<file path="config.mk">
export PLATFORM = sky130hd
export DESIGN_NAME = grdda_div
export DESIGN_NICKNAME = d
export VERILOG_FILES = /design/src/rtl/core/grdda_pkg.sv /design/src/rtl/core/grdda_div.sv
export VERILOG_INCLUDE_DIRS = /design/src /design/src/rtl/core
export SDC_FILE = /design/constraint.sdc
export NUM_CORES = 1
export LEC_CHECK = 0
export ABC_CLOCK_PERIOD_IN_PS = 2800
export BUFFER_PORTS_ARGS = -buffer_cell sky130_fd_sc_hd__buf_2
export CORE_ASPECT_RATIO = 1.2
export CORE_MARGIN = 2
export CORE_UTILIZATION = 35
export CTS_CLUSTER_SIZE = 20
export DETAILED_ROUTE_END_ITERATION = 12
export PLACE_DENSITY = 0.51
export SLEW_MARGIN = 20
export SYNTH_ARGS = -nofsm -noshare
export SYNTH_HDL_FRONTEND = slang
export SYNTH_SLANG_ARGS = --single-unit
</file>
<file path="constraint.sdc">
create_clock -name clock -period 2.8 [get_ports clock]
set_input_delay 0.28 -clock clock [delete_from_list [all_inputs] [get_ports clock]]
set_output_delay 0.28 -clock clock [all_outputs]
set_load 0.01 [all_outputs]
</file>
<file path="src/rtl/core/assert_macros.svh">
// Assertion macros shared by the RTL files.
`ifndef ASSERT_MACROS_SVH
`define ASSERT_MACROS_SVH

// Same-cycle implication, disabled in reset.
`define ASSERT_IMPLY(lbl, clk, rst, ante, cons) \
   lbl: assert property (@(posedge clk) disable iff (rst) (ante) |-> (cons)) \
      else $error("assertion failed: lbl");

// Next-cycle implication, disabled in reset.
`define ASSERT_NEXT(lbl, clk, rst, ante, cons) \
   lbl: assert property (@(posedge clk) disable iff (rst) (ante) |=> (cons)) \
      else $error("assertion failed: lbl");

`endif

</file>
<file path="src/rtl/core/grdda_pkg.sv">
// Types, constants and helpers for the grid DDA ray caster.
`default_nettype none
package grdda_pkg;

   localparam int GRID_DIM_DEF  = 64;
   localparam int CELL_BITS_DEF = 8;

   localparam logic [12:0] STEP_LIMIT_RESET = 13'd256;
   localparam logic [15:0] D_MIN    = 16'd1024;
   localparam logic [15:0] D_MAX    = 16'd51200;
   localparam logic [16:0] DIST_MAX = 17'd102400;
   localparam logic [31:0] RECIP_NUM = 32'h0100_0000;
   localparam logic [10:0] ONE_Q10  = 11'd1024;

   localparam int DIV_NUM_W = 32;
   localparam int DIV_DEN_W = 16;

   localparam logic OP_WRITE = 1'b0;
   localparam logic OP_CAST  = 1'b1;

   localparam logic [1:0] FACE_NORTH = 2'd0;
   localparam logic [1:0] FACE_SOUTH = 2'd1;
   localparam logic [1:0] FACE_WEST  = 2'd2;
   localparam logic [1:0] FACE_EAST  = 2'd3;

   typedef struct packed {
      logic               operation;
      logic [5:0]         cell_col;
      logic [5:0]         cell_row;
      logic [7:0]         cell_value;
      logic [15:0]        start_x;
      logic [15:0]        start_y;
      logic signed [15:0] dir_x;
      logic signed [15:0] dir_y;
   } req_payload_type;

   typedef struct packed {
      logic [16:0] hit_distance;
      logic [1:0]  hit_face;
      logic [7:0]  hit_value;
      logic        hit_found;
   } rsp_payload_type;

   typedef struct packed {
      logic                 start;
      logic [DIV_NUM_W-1:0] dividend;
      logic [DIV_DEN_W-1:0] divisor;
   } div_ctrl_type;

   typedef struct packed {
      logic                 busy;
      logic                 done;
      logic [DIV_NUM_W-1:0] quotient;
   } div_stat_type;

   function automatic logic [15:0] clamp_step(input logic [DIV_NUM_W-1:0] q);
      logic [15:0] r;
      if (q < DIV_NUM_W'(D_MIN)) begin
         r = D_MIN;
      end else if (q > DIV_NUM_W'(D_MAX)) begin
         r = D_MAX;
      end else begin
         r = q[15:0];
      end
      return r;
   endfunction

   function automatic logic [16:0] clamp_dist(input logic [DIV_NUM_W-1:0] q);
      logic [16:0] r;
      if (q > DIV_NUM_W'(DIST_MAX)) begin
         r = DIST_MAX;
      end else begin
         r = q[16:0];
      end
      return r;
   endfunction

endpackage
`default_nettype wire

</file>
<file path="src/rtl/core/grdda_div.sv">
// Radix-2 restoring divider, one quotient bit per cycle.
`default_nettype none
`include "assert_macros.svh"
module grdda_div
   import grdda_pkg::*;
(
   input  wire logic         clock,
   input  wire logic         reset,
   input  wire div_ctrl_type ctrl,
   output div_stat_type      stat
);

   localparam int CNT_W = $clog2(DIV_NUM_W);

   logic                 busy_ff, busy_in;
   logic                 done_ff, done_in;
   logic [CNT_W-1:0]     count_ff, count_in;
   logic [DIV_DEN_W-1:0] rem_ff, rem_in;
   logic [DIV_NUM_W-1:0] quo_ff, quo_in;
   logic [DIV_DEN_W-1:0] den_ff, den_in;
   logic [DIV_DEN_W:0]   trial;
   logic [DIV_DEN_W:0]   diff;

   always_comb begin
      busy_in  = busy_ff;
      done_in  = 1'b0;
      count_in = count_ff;
      rem_in   = rem_ff;
      quo_in   = quo_ff;
      den_in   = den_ff;
      trial    = {rem_ff, quo_ff[DIV_NUM_W-1]};
      diff     = trial - {1'b0, den_ff};
      if (ctrl.start) begin
         busy_in  = 1'b1;
         count_in = '0;
         rem_in   = '0;
         quo_in   = ctrl.dividend;
         den_in   = ctrl.divisor;
      end else if (busy_ff) begin
         // shift in the next dividend bit, subtract when it fits
         if (trial >= {1'b0, den_ff}) begin
            rem_in = diff[DIV_DEN_W-1:0];
            quo_in = {quo_ff[DIV_NUM_W-2:0], 1'b1};
         end else begin
            rem_in = trial[DIV_DEN_W-1:0];
            quo_in = {quo_ff[DIV_NUM_W-2:0], 1'b0};
         end
         count_in = count_ff + 1'b1;
         if (count_ff == CNT_W'(DIV_NUM_W - 1)) begin
            busy_in = 1'b0;
            done_in = 1'b1;
         end
      end
   end

   always_ff @(posedge clock) begin
      if (reset) begin
         busy_ff <= 1'b0;
         done_ff <= 1'b0;
      end else begin
         busy_ff <= busy_in;
         done_ff <= done_in;
      end
      count_ff <= count_in;
      rem_ff   <= rem_in;
      quo_ff   <= quo_in;
      den_ff   <= den_in;
   end

   assign stat.busy     = busy_ff;
   assign stat.done     = done_ff;
   assign stat.quotient = quo_ff;

   `ASSERT_IMPLY(a_done_not_busy, clock, reset, done_ff, !busy_ff)
   `ASSERT_NEXT(a_start_busy, clock, reset, ctrl.start, busy_ff)
   `ASSERT_IMPLY(a_start_idle, clock, reset, ctrl.start, !busy_ff)

endmodule
`default_nettype wire

</file>
== Word-level counts from Yosys, hierarchy flattened ==
Index checks and enable logic that the tools add are counted.

* Memories kept: 0
* Input bits: 51
* Bits in registers: 71
* Output and inout port bits: 34
* Word-level logic and storage cells: 21
* Bits in writable memories: 0
* Latch bits: 0
* Memory bits (read-only): 0

* Bitwise gates (word level): 1
* Mux-type cells: 8
* Multiply operators: 0
* Add/sub/neg operators: 2
* Shifts and indexed selects: 0
* $lt $le $gt $ge: 1
* Divide/modulo/power cells: 0
* Equality and inequality tests: 1
* Reduce and logical (&&, ||, !) cells: 2

{| class="wikitable"
|+ Operators with widths
! kind !! number
|-
| 32-bit 2-to-1 mux || 2
|-
| 17-bit by 16-bit greater-or-equal comparator with 1-bit output || 1
|-
| 16-bit 2-to-1 mux || 1
|-
| 16-bit subtractor || 1
|-
| 5-bit by 1-bit adder with 5-bit output, second input constant || 1
|-
| 5-bit == test, second input constant || 1
|-
| 1-bit 2-to-1 mux || 5
|-
| 3-bit OR reduction || 1
|-
| 2-bit nonzero test || 1
|-
| 1-bit NOT || 1
|}

== Longest topological paths before layout ==
Gate-level depths: netlist of the first run.

* Depth after elaboration: 4
* Mapped depth: 10
* Gate-level depth less buffers: 9

== Worst setup path after synthesis of the first run ==
No wires, ideal clock.

* Kind: register to register
* Start point: reg den_ff[4]
* End point: reg quo_ff[0] (data pin)
* Buffers on the path: 1
* Period minus slack after synthesis: 2.422 ns
* Arrival time: 2.162 ns
* Path slack: 0.378 ns
* Setup time: 0.260 ns
* Required time: 2.540 ns
* Cell stages (with the launch flop): 10
* Path through: edfxtp_1 > inv_1 > ha_1 > a21o_1 > a31oi_2 > a2111oi_4 > o31ai_4 > buf_6 > nand2_2 > mux2_2

* Word-level cells in the longest chain between the ends: 4

{| class="wikitable"
|+ RTL lines
! element !! line !! source
|-
| start, declared || grdda_div.sv:20 || <nowiki>logic [DIV_DEN_W-1:0] den_ff, den_in;</nowiki>
|-
| start signal, assigned || grdda_div.sv:67 || <nowiki>den_ff <= den_in;</nowiki>
|-
| 17-bit by 16-bit greater-or-equal comparator with 1-bit output || grdda_div.sv:41 || <nowiki>if (trial >= {1'b0, den_ff}) begin</nowiki>
|-
| 1-bit 2-to-1 mux || grdda_div.sv:41 ||
|-
| 32-bit 2-to-1 mux || grdda_div.sv:39 || <nowiki>end else if (busy_ff) begin</nowiki>
|-
| 32-bit 2-to-1 mux || grdda_div.sv:33 || <nowiki>if (ctrl.start) begin</nowiki>
|-
| named net quo_in[0] || grdda_div.sv:19 || <nowiki>logic [DIV_NUM_W-1:0] quo_ff, quo_in;</nowiki>
|-
| end signal, assigned || grdda_div.sv:66 || <nowiki>quo_ff <= quo_in;</nowiki>
|-
| end, declared || grdda_div.sv:19 ||
|}

The timed path passes the listed nets, and every way through them passes these cells. The select of a mux whose other input is x is not followed.
A chain may end at the register's enable or synchronous reset.

== Final worst setup path of the first run ==
* Start point: reg den_ff[4]
* End point: reg rem_ff[2]

* Word-level cells in the longest chain between the ends: 2

{| class="wikitable"
|+ RTL lines
! element !! line !! source
|-
| 17-bit by 16-bit greater-or-equal comparator with 1-bit output || grdda_div.sv:41 ||
|-
| 16-bit 2-to-1 mux || grdda_div.sv:41 ||
|-
| end signal, assigned || grdda_div.sv:65 || <nowiki>rem_ff <= rem_in;</nowiki>
|-
| end, declared || grdda_div.sv:18 || <nowiki>logic [DIV_DEN_W-1:0] rem_ff, rem_in;</nowiki>
|}

No other way between the ends.

==> summary.txt, run 1 <==
commonest non-fill, non-tap cell in the layout: buf_2
Non-Filler Instances: 564
static leakage: 2.003 nW
syn_nets: 410
first-pass GRT wire length: 14890 um
number of flops mapped to enable cells by yosys: 48
post-CTS setup repair buffer count: 0
I/O Pins: 85
First-pass DRT Iterations: 4
GPL Wtd Cong: 0.7943
worst min path class: in2reg
Final Cycle Share: 0.9285
die height: 119.9 um
#FFs+latches synth: 71
Resized cells post-CTS: 0
Area Overhead vs Synth: 23.52%
Final Cell Area: 4842 sq um
Unique masters post-synth: 56
TritonCTS buffer count: 9
Rows: 42
post-route ant nets: 0
worst-margin pin slew: 0.5600 ns
Tmin final: 2.600 ns
Slew HR: 0.6247
Max Clock Skew: 0.008525 ns
final setup violation count: 0
post-DP HPWL: 6636 um
Sink Count: 71
H-Tree Level Count: 3
PD cells: 651.1 nW/um^2
f_max: 0.3847 GHz
fin nets: 497
post-synthesis sequential area ratio: 0.4852
fraction of registers with async set/reset: 0
FF/Latch Area: 1902 sq um
placed cell areas: 4488 sq um
DRT Wirelength: 8992 um
most frequent cells in the layout: buf_2 (84), edfxtp_1 (48), mux2_2 (32)
Required @ worst endpoint: 3.04 ns
Die X: 100.6 um
overall power: 3.153 mW
Tot GR Track Use: 0.1579
final-layout fill cell count: 1043
die area: 12070 sq um
worst skew pair latency: 0.33 ns
number of global-route vias before repair: 3019
crit path kind: reg2reg
Final Max Tran Viols: 0
RSZ-0062 raised after global routing: no
synthesized area per cell: 11.53 sq um
layout cells sized above 1: 0.3843
PortBufs: 84
final number of hold-violating endpoints: 0
# DRC: 0
total grt overflow: 0
Worst Path Arrival: 2.84 ns
Max Buffers Root-to-Sink: 2
initial antenna violation count: 0
maximum fanout along the worst path: 7
starting density of the core: 0.3569
critical path endpoint category: flop
CTS tree: yes
clk root buf: clkbuf_16
Cells after DPL: 548
status: complete, no violations
maxcap violations: 0
Primary FF master, synth: edfxtp_1
Mapped Cells: 340
Critical Path Start Type: flop
peak supply drop: 0.2981 mV
Iter 0 DRT Violations: 135
ANT cells: 0
Clk pin slew, worst setup/hold paths: 0.06 ns
largest net degree at the start of global routing: 32
post-route setup TNS: 0 ns
mapped cell area: 3920 sq um
vias per cell: 5.154
area occupied by multi-input gates: 1843 sq um
hold buffers post-CTS: 0
WL/cell: 15.94 um
core area: 10980 sq um
Synth warnings: 0
Vias: 2907
path summary, 6_finish.rpt:
kind | slack (ns) | depth (start not counted) | endpoint | start
max reg2reg | 0.20 | 9 | rem_ff[2]$_SDFFE_PP0P_ | den_ff[4]$_DFFE_PP_
min | 0.12 | 1 | den_ff[14]$_DFFE_PP_ | ctrl[14]
max | 0.20 | 9 | rem_ff[2]$_SDFFE_PP0P_ | den_ff[4]$_DFFE_PP_
min reg2reg | 0.51 | 2 | count_ff[3]$_SDFFE_PP0P_ | count_ff[3]$_SDFFE_PP0P_
critical path, stage by stage, from the launching register on:
cell,delay [ns]
edfxtp_1,0.32
inv_1,0.04
ha_1,0.40
a21o_1,0.25
a31oi_2,0.28
a2111oi_4,0.15
o31ai_4,0.50
buf_4,0.23
nand3_1,0.09
a311oi_1,0.26
metal layers:
metal  GRT usage  part of all wire  up-vias
li1            -                 -     1451
met1      0.1951              0.43     1374
met2      0.2558              0.49       74
met3     0.04368             0.062        8
met4     0.06849             0.013        0
met5           0                 0        -
cells by family (layout without fill, tap and decap cells):
group	count (synthesis)	after routing	synth area share
simple gates	90	90	0.1191
compound gates	73	73	0.1612
flops	71	71	0.4852
buf+inv	40	132	0.04596
mux	34	34	0.09703
fa+ha+maj	19	19	0.06256
xor+xnor	13	13	0.02905
stage by stage:
step / hold slack (ns) / setup slack (ns) / utilization
finish: 0.1203 / 0.2003 / 0.4409
global route: 0.1094 / 0.02415 / 0.4409
CTS: 0.1068 / 0.1721 / 0.4409
detailed placement: 0.4588 / 0.1666 / 0.4086
global placement: 0.4567 / 0.2607 / 0.4086
floorplan: 0.3524 / 0.3783 / -
registers in the layout (all words and copies together) (netlist names):
name / count
quo_ff: 32
den_ff: 16
busy_ff: 1
done_ff: 1
count_ff: 5
rem_ff: 16
power by group:
part	switching [mW]	internal, mW
sequential	0.0466	1.22
combinational	0.294	0.235
clock	0.455	0.901
total	0.795	2.36
final cells by class:
type / count / area share
Inverter: 22 / 0.01705
Clock buffer: 10 / 0.04935
Sequential cell: 71 / 0.3928
Tap cell: 132 / 0.03411
Multi-Input combinational cell: 229 / 0.3806
Clock inverter: 6 / 0.02377
Timing Repair Buffer: 94 / 0.1023
cells in the mapped netlist, types with 3 or more instances:
| master | instances | area [sq um] |
|---|---|---|
| a311oi_1 | 4 | 35.03 |
| buf_1 | 8 | 30.03 |
| nor3_1 | 5 | 25.02 |
| nand2_1 | 19 | 71.32 |
| or3_1 | 3 | 18.77 |
| a211oi_1 | 3 | 22.52 |
| edfxtp_1 | 48 | 1441 |
| xnor2_1 | 5 | 43.79 |
| buf_4 | 3 | 22.52 |
| a311oi_2 | 5 | 75.07 |
| o21ai_0 | 7 | 35.03 |
| a21oi_1 | 13 | 65.06 |
| nand3_1 | 9 | 45.04 |
| nand3_2 | 4 | 40.04 |
| nand4_1 | 8 | 50.05 |
| xor2_1 | 8 | 70.07 |
| o31ai_1 | 3 | 22.52 |
| dfxtp_1 | 23 | 460.4 |
| ha_1 | 18 | 225.2 |
| o211ai_1 | 4 | 30.03 |
| mux2_2 | 32 | 360.4 |
| o21ai_1 | 6 | 30.03 |
| inv_1 | 22 | 82.58 |
| buf_2 | 3 | 15.01 |
| nor2b_1 | 5 | 31.28 |
| a21o_1 | 5 | 37.54 |
| nand2b_1 | 3 | 18.77 |
| nor2_1 | 25 | 93.84 |
(Power assumes the default switching activity.)
==> inputs of run 2 (changes only) <==
==> constraint.sdc (replaced) <==
create_clock -name clock -period 2.8 [get_ports clock]
set_input_delay 0 -clock clock [delete_from_list [all_inputs] [get_ports clock]]
set_output_delay 0 -clock clock [all_outputs]
set_load 0.01 [all_outputs]
==> run 2 against run 1 <==
  * Clock power decreased by 9.6%
  * Cell count up 9.2%
  * Clock skew down 0.0051 ns
  * Count of clock-buffer cells in the layout rose by 1
  * Highest routed layer unchanged
  * Worst setup slack improved by 0.059 ns
  * Core utilization increased by 4.4 points
  * Fmax rose by 2.3%
  * Largest power group is now registers
==> summary.txt, run 2 (synthesis results as in run 1) <==
source of the worst hold timing path: ctrl[48]
fin nets: 549 (+10%)
worst-margin pin slew: 0.5832 ns (+0.02321 ns)
status: complete, no violations
register with the most flip-flops: quo_ff
reg2reg path depth: 9 (unchanged)
critical-path cell list: inv_1 -> ha_1 -> a21oi_1 -> o221ai_1 -> a31o_1 -> o31ai_4 -> buf_4 -> nand2_2 -> mux2_2
starting density of the core: 0.3569 (unchanged)
post-DP HPWL: 6494 um (-2.1%)
most frequent cells in the layout: buf_2 (84), dlygate4sd3_1 (49), edfxtp_1 (48)
initial antenna violation count: 0 (unchanged)
DRT Wirelength: 9519 um (+5.9%)
Resized cells post-CTS: 0 (unchanged)
TritonCTS buffer count: 9 (unchanged)
# DRC: 0 (unchanged)
critical path endpoint category: flop
commonest non-fill, non-tap cell in the layout: buf_2
die area: 12070 sq um (unchanged)
ANT cells: 0 (unchanged)
WP buf/inv: 2 (unchanged)
Rows: 42 (unchanged)
maximum fanout along the worst path: 8 (+1)
H-Tree Level Count: 3 (unchanged)
area occupied by multi-input gates: 1843 sq um (unchanged)
Sink Count: 71 (unchanged)
crit-path leading delay family: compound AO/OA/AOI/OAI gates
clk root buf: clkbuf_16
Largest register FFs: 32 (unchanged)
RSZ-0062 raised after global routing: no
First-pass DRT Iterations: 4 (unchanged)
static leakage: 2.207 nW (+10%)
vias per cell: 5.127 (-0.54%)
reg-to-reg startpoint: den_ff[6]$_DFFE_PP_
final setup violation count: 0 (unchanged)
Vias: 3158 (+8.6%)
Critical Path Slowest Stage Cell: o31ai_4
Tmin final: 2.541 ns (-0.05874 ns)
Max Clock Skew: 0.003421 ns (-0.005105 ns)
Worst Hold Endpoint: count_ff[1]$_SDFFE_PP0P_
Reg2Reg Setup Slack: 0.26 ns (+0.06 ns)
largest net degree at the start of global routing: 42 (+31%)
die height: 119.9 um (unchanged)
Final Cycle Share: 0.9075 (-0.02098)
core area: 10980 sq um (unchanged)
Largest regs: quo_ff (32), den_ff (16), rem_ff (16)
f_max: 0.3936 GHz (+2.3%)
final-layout fill cell count: 1009 (-3.3%)
final number of hold-violating endpoints: 0 (unchanged)
PD cells: 580.3 nW/um^2 (-11%)
Worst Path Arrival: 2.63 ns (-0.21 ns)
Max Buffers Root-to-Sink: 2 (unchanged)
Critical Path Max Stage Delay: 0.38 ns (-0.12 ns)
peak supply drop: 0.3210 mV (+7.7%)
hold path depth: 3 (+2)
WL/cell: 15.45 um (-3.1%)
Die X: 100.6 um (unchanged)
worst min path class: in2reg
post-route ant nets: 0 (unchanged)
crit path kind: reg2reg
layout cells sized above 1: 0.3471 (-0.03715)
first-pass GRT wire length: 16220 um (+8.9%)
Critical Path Start Type: flop
Clk pin slew, worst setup/hold paths: 0.06 ns (about the same)
Area Overhead vs Synth: 35.84%
Iter 0 DRT Violations: 124 (-8.1%)
total grt overflow: 0 (unchanged)
I/O Pins: 85 (unchanged)
Tot GR Track Use: 0.1699 (+0.01203)
R2R Path End: quo_ff[0]$_DFFE_PP_
post-route setup TNS: 0 ns (unchanged)
FF/Latch Area: 1902 sq um (unchanged)
GPL Wtd Cong: 0.8125 (+2.3%)
Required @ worst endpoint: 2.89 ns (-0.15 ns)
overall power: 3.090 mW (-2.0%)
maxcap violations: 0 (unchanged)
Slew HR: 0.6104 (-0.01424)
PortBufs: 84 (unchanged)
CTS tree: yes
worst skew pair latency: 0.33 ns (about the same)
Final Max Tran Viols: 0 (unchanged)
number of global-route vias before repair: 3410 (+13%)
run 2: cell types whose count changed in the layout (fill, tap and decap cells not counted), sizes merged:
cell / previous run / this run
inv: 24 / 22
buf: 94 / 97
dlygate4sd3: 0 / 49
bufinv: 3 / 2
clkbuf: 10 / 11
clkinv: 0 / 2
run 2: metal layers:
metal	global-route usage	wire length (um)
met1	0.2001	4150
met2	0.2917	4740
met3	0.04950	481
met4	0.05908	147
met5	0	0
run 2: worst register-to-register path, stage by stage, from the launching register on:
cell and delay (ns):
edfxtp_1 0.32, inv_1 0.04, ha_1 0.37, a21oi_1 0.21, o221ai_1 0.18, a31o_1 0.30
o31ai_4 0.38, buf_4 0.19, nand2_2 0.05, mux2_2 0.26
run 2: final cells by class:
class | instances | share of cell area
Clock buffer | 11 | 0.04558
Clock inverter | 5 | 0.01527
Inverter | 22 | 0.01551
Multi-Input combinational cell | 229 | 0.3461
Sequential cell | 71 | 0.3571
Tap cell | 132 | 0.03101
Timing Repair Buffer | 146 | 0.1894
run 2: through the flow:
stage	hold WS (ns)	cell area, sq um	setup WS (ns)	utilization	std cells
after global placement	0.1761	4488	0.2736	0.4086	548
after detailed placement	0.1781	4488	0.2025	0.4086	548
after CTS	0.1602	5303	0.1753	0.4828	613
after floorplan	0.07238	3920	0.3783	-	340
after global routing	0.1843	5325	0.1126	0.4848	616
final	0.1801	5325	0.2590	0.4848	616
run 2: power by group:
part | switching, mW | leakage, nW | total, mW | internal (mW)
Combinational | 0.305 | 1.38 | 0.588 | 0.282
Clock | 0.430 | 0.156 | 1.23 | 0.804
Sequential | 0.0467 | 0.667 | 1.27 | 1.22
run 2: worst max path at each step:
stage	slack, ns	from	cells past startpoint	endpoint
after detailed placement	0.20	den_ff[4]$_DFFE_PP_	9	rem_ff[3]$_SDFFE_PP0P_
after global placement	0.27	den_ff[4]$_DFFE_PP_	9	rem_ff[3]$_SDFFE_PP0P_
after global routing	0.11	rem_ff[5]$_SDFFE_PP0P_	8	quo_ff[0]$_DFFE_PP_
after floorplan	0.38	den_ff[4]$_DFFE_PP_	9	quo_ff[0]$_DFFE_PP_
after CTS	0.18	den_ff[4]$_DFFE_PP_	9	rem_ff[3]$_SDFFE_PP0P_
final	0.26	den_ff[6]$_DFFE_PP_	9	quo_ff[0]$_DFFE_PP_
run 2: repair_timing:
action | CTS | global route
setup buffers | 0 | 3
endpoints found under the hold margin | 50 | 0
hold buffers | 49 | 0
endpoints found under the setup margin | 0 | 1
